`src/hw/rtl/i2cbf_pkg.sv`:
```
// i2cbf_pkg: shared types and constants of the i2c target byte fifos block
// beat structs, event codes and ring sizes; no dependencies
`timescale 1ns / 1ps
`default_nettype none

package i2cbf_pkg;

  localparam int RX_DEPTH = 8;
  localparam int TX_DEPTH = 8;
  localparam int RX_PTR_W = $clog2(RX_DEPTH);
  localparam int TX_PTR_W = $clog2(TX_DEPTH);

  localparam int ADDR_W  = 7;
  localparam int BYTE_W  = 8;
  localparam int COUNT_W = 3;

  typedef enum logic [2:0] {
    MODE_ADDR_CHECK = 3'd0,
    MODE_BUS_READ   = 3'd1,
    MODE_BUS_WRITE  = 3'd2,
    MODE_HOST_PUSH  = 3'd3,
    MODE_HOST_POP   = 3'd4,
    MODE_FLUSH      = 3'd5
  } mode_t;

  typedef struct packed {
    mode_t               mode;
    logic [ADDR_W-1:0]   bus_address;
    logic                is_write;
    logic [BYTE_W-1:0]   data_in;
    logic                flush_rx;
    logic                flush_tx;
  } in_item_t;

  typedef struct packed {
    logic                addr_match;
    logic                addr_dir_write;
    logic [BYTE_W-1:0]   data_out;
    logic [COUNT_W-1:0]  rx_count;
    logic                rx_empty;
  } out_item_t;

endpackage

`default_nettype wire

```
`src/hw/rtl/i2cbf_core.sv`:
```
// i2cbf_core: ring state and per-event logic of the i2c target byte fifos
// uses i2cbf_pkg; result is combinational, state commits when fire is high
`timescale 1ns / 1ps
`default_nettype none

module i2cbf_core (
  input  wire logic                          clk,
  input  wire logic                          rst_n,
  input  wire logic                          fire,
  input  wire i2cbf_pkg::in_item_t           item,
  input  wire logic [i2cbf_pkg::ADDR_W-1:0]  own_address,
  output i2cbf_pkg::out_item_t               result
);

  localparam logic [i2cbf_pkg::RX_PTR_W-1:0] RX_LAST =
    i2cbf_pkg::RX_PTR_W'(i2cbf_pkg::RX_DEPTH - 1);
  localparam logic [i2cbf_pkg::TX_PTR_W-1:0] TX_LAST =
    i2cbf_pkg::TX_PTR_W'(i2cbf_pkg::TX_DEPTH - 1);
  localparam logic [i2cbf_pkg::RX_PTR_W:0] RX_DEPTH_X =
    (i2cbf_pkg::RX_PTR_W + 1)'(i2cbf_pkg::RX_DEPTH);

  logic [i2cbf_pkg::BYTE_W-1:0]   rx_store_r [i2cbf_pkg::RX_DEPTH];
  logic [i2cbf_pkg::BYTE_W-1:0]   tx_store_r [i2cbf_pkg::TX_DEPTH];
  logic [i2cbf_pkg::RX_PTR_W-1:0] rx_head_r, rx_head_nxt, rx_tail_r, rx_tail_nxt;
  logic [i2cbf_pkg::TX_PTR_W-1:0] tx_head_r, tx_head_nxt, tx_tail_r, tx_tail_nxt;
  logic [i2cbf_pkg::RX_PTR_W-1:0] rx_head_inc, rx_tail_inc;
  logic [i2cbf_pkg::TX_PTR_W-1:0] tx_head_inc, tx_tail_inc;
  logic [i2cbf_pkg::RX_PTR_W:0]   rx_fill;
  logic                           rx_wr, tx_wr;

  // wrapping increments
  assign rx_head_inc = (rx_head_r == RX_LAST) ? '0 : rx_head_r + 1'b1;
  assign rx_tail_inc = (rx_tail_r == RX_LAST) ? '0 : rx_tail_r + 1'b1;
  assign tx_head_inc = (tx_head_r == TX_LAST) ? '0 : tx_head_r + 1'b1;
  assign tx_tail_inc = (tx_tail_r == TX_LAST) ? '0 : tx_tail_r + 1'b1;

  always_comb begin
    rx_head_nxt           = rx_head_r;
    rx_tail_nxt           = rx_tail_r;
    tx_head_nxt           = tx_head_r;
    tx_tail_nxt           = tx_tail_r;
    rx_wr                 = 1'b0;
    tx_wr                 = 1'b0;
    result.addr_match     = 1'b0;
    result.addr_dir_write = 1'b0;
    result.data_out       = '0;
    case (item.mode)
      i2cbf_pkg::MODE_ADDR_CHECK: begin
        if (item.bus_address == own_address) begin
          result.addr_match     = 1'b1;
          result.addr_dir_write = item.is_write;
        end
      end
      i2cbf_pkg::MODE_BUS_READ: begin
        // empty tx ring gives zero and leaves the tail alone
        if (tx_tail_r != tx_head_r) begin
          result.data_out = tx_store_r[tx_tail_r];
          tx_tail_nxt     = tx_tail_inc;
        end
      end
      i2cbf_pkg::MODE_BUS_WRITE: begin
        rx_wr       = 1'b1;
        rx_head_nxt = rx_head_inc;
      end
      i2cbf_pkg::MODE_HOST_PUSH: begin
        tx_wr       = 1'b1;
        tx_head_nxt = tx_head_inc;
      end
      i2cbf_pkg::MODE_HOST_POP: begin
        // no empty check: stale byte comes out and tail moves on
        result.data_out = rx_store_r[rx_tail_r];
        rx_tail_nxt     = rx_tail_inc;
      end
      i2cbf_pkg::MODE_FLUSH: begin
        if (item.flush_rx) begin
          rx_head_nxt = '0;
          rx_tail_nxt = '0;
        end
        if (item.flush_tx) begin
          tx_head_nxt = '0;
          tx_tail_nxt = '0;
        end
      end
      default: begin
      end
    endcase
    // fill level after the event, modulo depth
    rx_fill = (rx_head_nxt >= rx_tail_nxt)
            ? {1'b0, rx_head_nxt} - {1'b0, rx_tail_nxt}
            : {1'b0, rx_head_nxt} + RX_DEPTH_X - {1'b0, rx_tail_nxt};
    result.rx_count = i2cbf_pkg::COUNT_W'(rx_fill);
    result.rx_empty = (rx_head_nxt == rx_tail_nxt);
  end

  always_ff @(posedge clk) begin
    if (!rst_n) begin
      rx_head_r <= '0;
      rx_tail_r <= '0;
      tx_head_r <= '0;
      tx_tail_r <= '0;
      for (int i = 0; i < i2cbf_pkg::RX_DEPTH; i++) rx_store_r[i] <= '0;
      for (int i = 0; i < i2cbf_pkg::TX_DEPTH; i++) tx_store_r[i] <= '0;
    end else if (fire) begin
      rx_head_r <= rx_head_nxt;
      rx_tail_r <= rx_tail_nxt;
      tx_head_r <= tx_head_nxt;
      tx_tail_r <= tx_tail_nxt;
      if (rx_wr) rx_store_r[rx_head_r] <= item.data_in;
      if (tx_wr) tx_store_r[tx_head_r] <= item.data_in;
    end
  end

endmodule

`default_nettype wire

```
`src/hw/rtl/i2c_target_byte_fifos_unit.sv`:
```
// i2c_target_byte_fifos_unit: top level, beat registers and address register
// uses i2cbf_pkg and i2cbf_core
`timescale 1ns / 1ps
`default_nettype none

//  channel | ports                          | carries
//  --------+--------------------------------+-------------------------------------
//  in      | in_valid, in_stall, in_item    | one bus or host event per beat
//  out     | out_valid, out_stall, out_item | one result beat per event
//  cfg     | cfg_wr_en, cfg_wr_data         | own seven-bit address, write only
//
//  one event per cycle sustained while out_stall is low; a result passes from
//  the input register through the ring update into the result register, and
//  out_stall can hold it in either register
//  the rings are small flop arrays so each event reads or writes at most one entry
//  synchronous active-low reset clears the pointers, both rings and the address
//  out_stall holds the result register; the input register then holds and
//  in_stall rises only once that register is occupied and cannot drain

module i2c_target_byte_fifos_unit (
  input  wire logic                          clk,
  input  wire logic                          rst_n,
  input  wire logic                          in_valid,
  output logic                               in_stall,
  input  wire i2cbf_pkg::in_item_t           in_item,
  output logic                               out_valid,
  input  wire logic                          out_stall,
  output i2cbf_pkg::out_item_t               out_item,
  input  wire logic                          cfg_wr_en,
  input  wire logic [i2cbf_pkg::ADDR_W-1:0]  cfg_wr_data
);

  logic                          in_v_r, in_v_nxt;
  i2cbf_pkg::in_item_t           in_item_r;
  logic                          out_v_r, out_v_nxt;
  i2cbf_pkg::out_item_t          out_item_r;
  i2cbf_pkg::out_item_t          result;
  logic [i2cbf_pkg::ADDR_W-1:0]  own_addr_r;
  logic                          in_take;
  logic                          advance;

  // the held event moves on when the result slot is free or draining
  assign advance  = in_v_r && (!out_v_r || !out_stall);
  assign in_stall = in_v_r && !advance;
  assign in_take  = in_valid && !in_stall;

  always_comb begin
    in_v_nxt = in_v_r;
    if (in_take) begin
      in_v_nxt = 1'b1;
    end else if (advance) begin
      in_v_nxt = 1'b0;
    end
  end

  always_comb begin
    out_v_nxt = out_v_r;
    if (advance) begin
      out_v_nxt = 1'b1;
    end else if (!out_stall) begin
      out_v_nxt = 1'b0;
    end
  end

  i2cbf_core u_core (
    .clk         (clk),
    .rst_n       (rst_n),
    .fire        (advance),
    .item        (in_item_r),
    .own_address (own_addr_r),
    .result      (result)
  );

  always_ff @(posedge clk) begin
    if (!rst_n) begin
      in_v_r     <= 1'b0;
      out_v_r    <= 1'b0;
      own_addr_r <= '0;
    end else begin
      in_v_r  <= in_v_nxt;
      out_v_r <= out_v_nxt;
      if (cfg_wr_en) own_addr_r <= cfg_wr_data;
    end
  end

  // payload registers
  always_ff @(posedge clk) begin
    if (in_take) in_item_r <= in_item;
    if (advance) out_item_r <= result;
  end

  assign out_valid = out_v_r;
  assign out_item  = out_item_r;

endmodule

`default_nettype wire
```
`config.mk`:
```
export PLATFORM = sky130hd
export DESIGN_NAME = i2c_target_byte_fifos_unit
export DESIGN_NICKNAME = d
export VERILOG_FILES = /design/src/hw/rtl/i2cbf_pkg.sv /design/src/hw/rtl/i2cbf_core.sv /design/src/hw/rtl/i2c_target_byte_fifos_unit.sv
export SDC_FILE = /design/constraint.sdc
export NUM_CORES = 1
export LEC_CHECK = 0
export BUFFER_PORTS_ARGS = -buffer_cell sky130_fd_sc_hd__buf_2
export CORE_UTILIZATION = 63
export CTS_CLUSTER_SIZE = 12
export DETAILED_ROUTE_END_ITERATION = 7
export PLACE_DENSITY = 0.82
export SYNTH_ARGS = -nofsm -noshare
export SYNTH_HDL_FRONTEND = slang
export SYNTH_HIERARCHICAL = 1
export SYNTH_SLANG_ARGS = --single-unit
```
`constraint.sdc`:
```
create_clock -name clk -period 7.78 [get_ports clk]
set_input_delay 0.778 -clock clk [delete_from_list [all_inputs] [get_ports clk]]
set_output_delay 0.778 -clock clk [all_outputs]
set_load 0.01 [all_outputs]
```
* Word level (Yosys, flattened, before mapping)
Memories as Yosys holds them, arrays and structs flattened. A register that Yosys moved wholly into a read port is not among the register bits.
Cells that the tools add are included.
** Storage, ports and cells
- Bits in latches :: 0
- Memories :: 2
- Memory bits (writable) :: 128
- Bits in read-only memories :: 0
- Output and inout port bits :: 16
- Logic and storage cells :: 101
- Bits of input ports :: 33
- Bits in registers :: 56
** Memory list
- u_core.rx_store_r :: depth 8, width 8, read ports 1, clocked after memory_dff 1, wr ports 8, line i2cbf_core.sv:22 : logic [i2cbf_pkg::BYTE_W-1:0] rx_store_r [i2cbf_pkg::RX_DEPTH];
- u_core.tx_store_r :: depth 8, width 8, read ports 1, clocked after memory_dff 1, wr ports 8, line i2cbf_core.sv:23 : logic [i2cbf_pkg::BYTE_W-1:0] tx_store_r [i2cbf_pkg::TX_DEPTH];
** Cells by class
- Add/subtract/negate cells :: 7
- Reduce and logical (&&, ||, !) cells :: 17
- Bitwise gates (word level) :: 0
- Div/mod/pow operators :: 0
- Equal/unequal tests :: 15
- Mux-type cells :: 41
- $lt $le $gt $ge :: 1
- Shift operators :: 0
- $mul :: 0
** Operator list (number)
- 2-to-1 mux 3 bit :: 15
- 2-to-1 mux 8 bit :: 3
- one-hot mux 3 bit (2 select lines) :: 4
- == test 3 bit, second input constant :: 6
- 2-to-1 mux 1 bit :: 17
- one-hot mux 8 bit (2 select lines) :: 1
- OR reduction 8 bit :: 2
- adder 3 x 1 -> 3 bit, second input constant :: 5
- == test 7 bit :: 1
- == test 3 x 2 -> 1 bit, second input constant :: 2
- nonzero test 2 bit :: 3
- subtractor 3 bit :: 2
- logical NOT 1 bit :: 4
- != test 2 x 1 -> 1 bit, second input constant :: 2
- AND reduction 4 bit :: 1
- == test 3 x 1 -> 1 bit, second input constant :: 1
- == test 3 bit :: 1
- >= comparator 3 bit :: 1
- logical AND 1 bit :: 3
- logical NOT 3 bit :: 1
- != test 3 bit :: 1
- AND reduction 3 bit :: 1
- 2-to-1 mux 2 bit :: 1
- != test 2 bit, second input constant :: 1
- other kinds (2) :: 2

* Logic depth before layout (Yosys ltp)
Gate-level depths: netlist (run 1).
- Depth after elaboration :: 8
- Gate-level depth with buffers :: 9
- Mapped depth without buffers :: 9

* By module
The synthesis (run 1) kept the hierarchy.
** Modules (own cells, without submodules)
- i2cbf_core :: times used 1, cells an instance 546, sequential area each 4204.0 µm², area each 7199.4 µm²
- i2c_target_byte_fifos_unit :: times used 1, cells an instance 65, sequential area each 1231.2 µm², area each 1400.1 µm²

* Least setup slack after synthesis (run 1)
Ideal clock, no wire load.
- Path kind :: input-to-reg
- Start :: in out_stall
- End :: mem u_core/rx_store_r[2][0] (netlist bit) (enable)
- Library setup time :: 384 ps
- Cell stages on the path :: 5
- Data arrival time :: 3495 ps
- Path buffers :: 1
- Required time :: 7396 ps
- Path slack :: 3901 ps
- Cell sequence :: a21boi_0 nand2_1 or3_1 buf_6 o21ai_0
** RTL lines
- start: declaration :: line i2c_target_byte_fifos_unit.sv:27 : input wire logic out_stall,
- end: declaration :: line i2cbf_core.sv:22

==> flow_summary.json, run 1 <==
{
  "drc_errors": 0,
  "ctsResizeCount": 0,
  "yosys.cell_count.top_type": "edfxtp_1",
  "die_w_um": 119,
  "synth_cells": 611,
  "antenna_found_initial": 0,
  "synthArstFlopShare_pct": 0,
  "num_io_pins": 49,
  "place_hpwl_um": 11700,
  "grt_pass1_wl_um": 27400,
  "setup_ws_ns": 4.35,
  "tns_ns": 0,
  "cp_top_family": "compound AO/OA/AOI/OAI gates",
  "finalCritPeriodShare_pct": 44.1,
  "setup_viol": 0,
  "vias_per_cell": 6.05,
  "ant_nets": 0,
  "grt-ovfl-total": 0,
  "path_clk_slew_ns": 0.06,
  "ir_worst_vdd_mv": 0.167,
  "endpoint_kind": "flip-flop",
  "cellLeakagePower_nw": 3.48,
  "dieHeight_um": 119,
  "insertion_delay_ns": 0.43,
  "netlist_area_um2": 8600,
  "core_area_um2": 13300,
  "drive_above_1_share_pct": 17.6,
  "critical_path_class": "input port to flip-flop",
  "worst_pin_slew_ns": 1.23,
  "cts_tree": "done",
  "synth_ff_type": "edfxtp_1",
  "ys_seq_area_share_pct": 63.2,
  "routed-via-count": 5078,
  "drv_slew": 0,
  "cts_inserted_buffers": 17,
  "maxClockFrequency_mhz": 292,
  "synth_area_leaders": "edfxtp_1, and2_1, dfxtp_1",
  "start_util_pct": 64.7,
  "antennaDiodeCount": 0,
  "rows": 42,
  "synth_cell_types": 47,
  "synth_edf_count": 163,
  "critical_path.max_stage_delay_ns": 1.00,
  "min_path_type": "input port to flip-flop",
  "place_ws_ns": 3.99,
  "required_ns": 7.83,
  "slew_headroom_pct": 18.2,
  "yosysTopAreaCell": "edfxtp_1",
  "avgRoutedWirePerCell_um": 20.9,
  "grt_max_degree": 34,
  "cap_violations": 0,
  "ys_seq_elements": 190,
  "outcome": "finished, final reports clean",
  "cp_slowest_cell": "o21ai_0",
  "p_per_area_nw_per_um2": 229,
  "grt_setup_unrepaired": "no",
  "yosys.area.top_type_share_pct": 56.9,
  "portBuffers": 48,
  "critical_path_buf_inv_count": 2,
  "cts-root-buf": "clkbuf_16",
  "cts_max_path_buffers": 2,
  "nets": 693,
  "grtUsageTotal_pct": 26.8,
  "cts_setup_buffers": 0,
  "fin_skew_ns": 0.0104,
  "fin_crit_ns": 3.43,
  "synth_nets": 654,
  "wl_um": 17500,
  "gp_congestion": 0.825,
  "grt_pass1_vias": 5103,
  "yosys-top-cells-count": "edfxtp_1, and2_1, mux2i_1",
  "htree_num_levels": 4,
  "path_cells": "buf_2 > a21boi_2 > buf_4 > nand2_1 > or3_1 > o21ai_0",
  "cp.arrival_ns": 3.47,
  "area_growth_pct": 11.2,
  "die_area_um2": 14100,
  "ys_warn_count": 6,
  "drtIter0Drc": 438,
  "hold_buffers": 0,
  "firstDrtPassIters": 5,
  "cts.sinks": 190,
  "syn_area_per_cell_um2": 14.1,
  "crit_fanout": 16,
  "crit_path_start_kind": "input port",
  "hold_violations": 0
}
-- stage by stage --
stage | cell area [um^2] | std cells | utilization [%] | hold WS [ns] | power [mW]
after floorplan | 8600 | 611 | - | 0.475 | 1.26
after CTS | 9560 | 839 | 71.9 | 0.507 | 2.20
final | 9560 | 839 | 71.9 | 0.519 | 2.19
after detailed placement | 8930 | 807 | 67.2 | 0.513 | 1.31
after global routing | 9560 | 839 | 71.9 | 0.500 | 2.26
after global placement | 8930 | 807 | 67.2 | 0.493 | 1.31
-- final timing paths --
check                           startpoint                 endpoint  slack [ns]  depth (start not counted)
worst max register to register      in_v_r  u_core/rx_store_r[2][6]        4.44                          5
worst min register to register      in_v_r                out_valid        0.52                          2
worst min-delay path            in_item[0]             in_item_r[0]        0.52                          1
worst max-delay path             out_stall  u_core/rx_store_r[2][6]        4.35                          6
-- logic make-up (layout without fill, tap and decap cells) --
family,Yosys count,after routing,share of synthesized area (%)
simple gates,252,252,18.0
flops,190,190,63.2
mux,57,57,10.1
compound gates,55,55,3.78
buf+inv,35,87,1.92
xor+xnor,12,12,1.54
fa+ha+maj,10,10,1.45
-- final cells by class --
cell class,count,area (um^2)
well taps,176,220
flip-flops and latches,190,5440
inverters,5,18.8
clock inverters,9,131
fillers,824,3730
clock buffers,23,498
multi-input cells,386,3010
repair buffers,50,255
-- power by group --
group | internal, mW | switching, mW
registers | 1.15 | 0.0408
clock network | 0.548 | 0.351
logic | 0.0485 | 0.0569
total | 1.74 | 0.448
-- per-layer routing --
layer / vias to the layer above / GRT usage (%) / wire length, um
met1: 2453 / 35.7 / 6960
li1: 2322 / - / -
met4: 0 / 13.5 / 585
met3: 42 / 6.75 / 1560
met5: - / 0 / 0
met2: 261 / 41.5 / 8400
-- sequential cells by signal, summed over array words and instances (netlist names), named ones only --
register and count:
u_core/rx_store_r 64, u_core/tx_store_r 64, in_item_r 21, out_item 14
own_addr_r 7, u_core/rx_head_r 3, u_core/rx_tail_r 3, u_core/tx_head_r 3
u_core/tx_tail_r 3, in_v_r 1, out_valid 1
-- cells in the final DEF, fill, tap and decap left out, types with 18 or more instances in the layout --
cell / n
mux2i_1: 33
nor2_1: 19
edfxtp_1: 163
nand2_1: 21
nand2b_1: 18
o21ai_0: 26
buf_2: 48
dfxtp_1: 27
mux4_2: 24
and2_1: 133
Note: power is estimated with default switching activity, not from simulation.
==> run 2: changes to the inputs <==
--- a/config.mk
+++ b/config.mk
@@ -6,10 +6,10 @@
 export NUM_CORES = 1
 export LEC_CHECK = 0
 export BUFFER_PORTS_ARGS = -buffer_cell sky130_fd_sc_hd__buf_2
-export CORE_UTILIZATION = 63
+export CORE_UTILIZATION = 61
 export CTS_CLUSTER_SIZE = 12
 export DETAILED_ROUTE_END_ITERATION = 7
-export PLACE_DENSITY = 0.82
+export PLACE_DENSITY = 0.8
 export SYNTH_ARGS = -nofsm -noshare
 export SYNTH_HDL_FRONTEND = slang
 export SYNTH_HIERARCHICAL = 1
==> constraint.sdc (replaced) <==
create_clock -name clk -period 3.53 [get_ports clk]
set_input_delay 0.353 -clock clk [delete_from_list [all_inputs] [get_ports clk]]
set_output_delay 0.353 -clock clk [all_outputs]
set_load 0.01 [all_outputs]
==> run 2 against run 1 <==
Net effect: die area rose by 3.2%; first-iteration DRC count rose by 4.8%; clock skew fell by 0.0044 ns; utilization fell by 2.1 points; via count rose by 2.3%; sequential power rose by 120%; clock power rose by 120%; combinational power rose by 140%; global-route usage fell by 0.41 points; setup slack got worse by 3.6 ns; highest routed layer unchanged.
==> flow_summary.json, run 2 (synthesis results as in run 1) <==
{
  "antenna_found_initial": 0,
  "cts.sinks": 190,
  "htree_num_levels": 4,
  "final_cell_mix": "edfxtp_1, and2_1, buf_2",
  "portBuffers": 48,
  "outcome": "finished, final reports clean",
  "slew_headroom_pct": 26.4,
  "drtIter0Drc": 459,
  "cts_tree": "done",
  "drv_slew": 0,
  "cts_setup_buffers": 0,
  "die_area_um2": 14600,
  "firstDrtPassIters": 5,
  "reg_top3": "u_core/rx_store_r: 64 flops, u_core/tx_store_r: 64 flops, in_item_r: 21 flops",
  "cts_inserted_buffers": 17,
  "cellLeakagePower_nw": 3.53,
  "path_clk_slew_ns": 0.07,
  "maxClockFrequency_mhz": 366,
  "place_ws_ns": 0.877,
  "grt_setup_unrepaired": "no",
  "ant_nets": 0,
  "fin_crit_ns": 2.73,
  "fin_skew_ns": 0.00597,
  "core_area_um2": 13800,
  "grtUsageTotal_pct": 26.4,
  "die_w_um": 121,
  "hold_buffers": 0,
  "dieHeight_um": 121,
  "rows": 43,
  "gp_congestion": 0.819,
  "required_ns": 3.61,
  "cap_violations": 0,
  "insertion_delay_ns": 0.43,
  "tns_ns": 0,
  "min_path_type": "input port to flip-flop",
  "path_cells": "or3b_1 > or3_1 > nor3_4 > nand2b_1",
  "start_util_pct": 62.2,
  "place_hpwl_um": 12200,
  "finalCritPeriodShare_pct": 77.5,
  "ctsResizeCount": 0,
  "critical_path_class": "flip-flop to flip-flop",
  "crit_path_start_kind": "flip-flop",
  "p_per_area_nw_per_um2": 499,
  "routed-via-count": 5195,
  "wl_um": 18000,
  "cp_slowest_cell": "or3_1",
  "grt_pass1_vias": 5214,
  "setup_ws_ns": 0.795,
  "cts-root-buf": "clkbuf_16",
  "grt_max_degree": 22,
  "endpoint_kind": "flip-flop",
  "vias_per_cell": 6.06,
  "num_io_pins": 49,
  "critical_path.max_stage_delay_ns": 0.60,
  "avgRoutedWirePerCell_um": 21.0,
  "drc_errors": 0,
  "hold_violations": 0,
  "setup_viol": 0,
  "nets": 708,
  "cp.arrival_ns": 2.82,
  "fill_cells": 895,
  "postLayoutCoreUtil_pct": 69.8,
  "worst_pin_slew_ns": 1.10,
  "drive_above_1_share_pct": 18.8,
  "ir_worst_vdd_mv": 0.401,
  "grt_pass1_wl_um": 27800,
  "layout_commonest_cell": "edfxtp_1",
  "cts_max_path_buffers": 2,
  "antennaDiodeCount": 0,
  "area_growth_pct": 12.3,
  "crit_fanout": 14,
  "grt-ovfl-total": 0
}
==> run 2: critical path: cells and delay by family (launching register included) <==
family / cells / cell delay (ns)
AND/OR/NAND/NOR: 4 / 1.84
flip-flops: 1 / 0.55
==> run 2: area by class of cell <==
class	instances	area, um^2	share of cell area, %
inverter	5	18.8	0.194
clock inverter	11	166	1.72
multi-input combinational	386	3010	31.1
timing repair buffer	65	368	3.81
sequential	190	5440	56.3
clock buffer	20	437	4.52
tap	180	225	2.33
==> run 2: where the power goes <==
| group | switching, mW | internal, mW |
|---|---|---|
| sequential | 0.0812 | 2.52 |
| combinational | 0.138 | 0.118 |
| clock | 0.776 | 1.18 |
==> run 2: metrics by stage <==
stage                     std cells  total power, mW  area [um^2]  hold slack (ns)
after floorplan                 611             2.79         8600            0.452
after global placement          826             2.89         9050            0.493
after detailed placement        826             2.91         9050            0.524
after CTS                       857             4.83         9660           0.0859
after global routing            857             4.94         9660           0.0797
final                           857             4.82         9660           0.0983
==> run 2: worst paths after layout <==
kind | start | to | slack [ns] | cells past startpoint
worst min-delay path | in_item[13] | in_item_r[13] | 0.1 | 1
worst max register to register | in_item_r[20] | u_core/rx_store_r[1][4] | 0.80 | 4
worst min register to register | u_core/rx_tail_r[1] | u_core/rx_tail_r[1] | 0.53 | 2
worst max-delay path | in_item_r[20] | u_core/rx_store_r[1][4] | 0.80 | 4
==> run 2: per-layer routing <==
layer / share of wire [%] / vias to the layer above / track usage (%)
met5: 0 / - / 0
met4: 2.0 / 0 / 9.88
met3: 6.8 / 33 / 4.39
met2: 51 / 226 / 45.3
met1: 40 / 2588 / 34.0
li1: - / 2348 / -
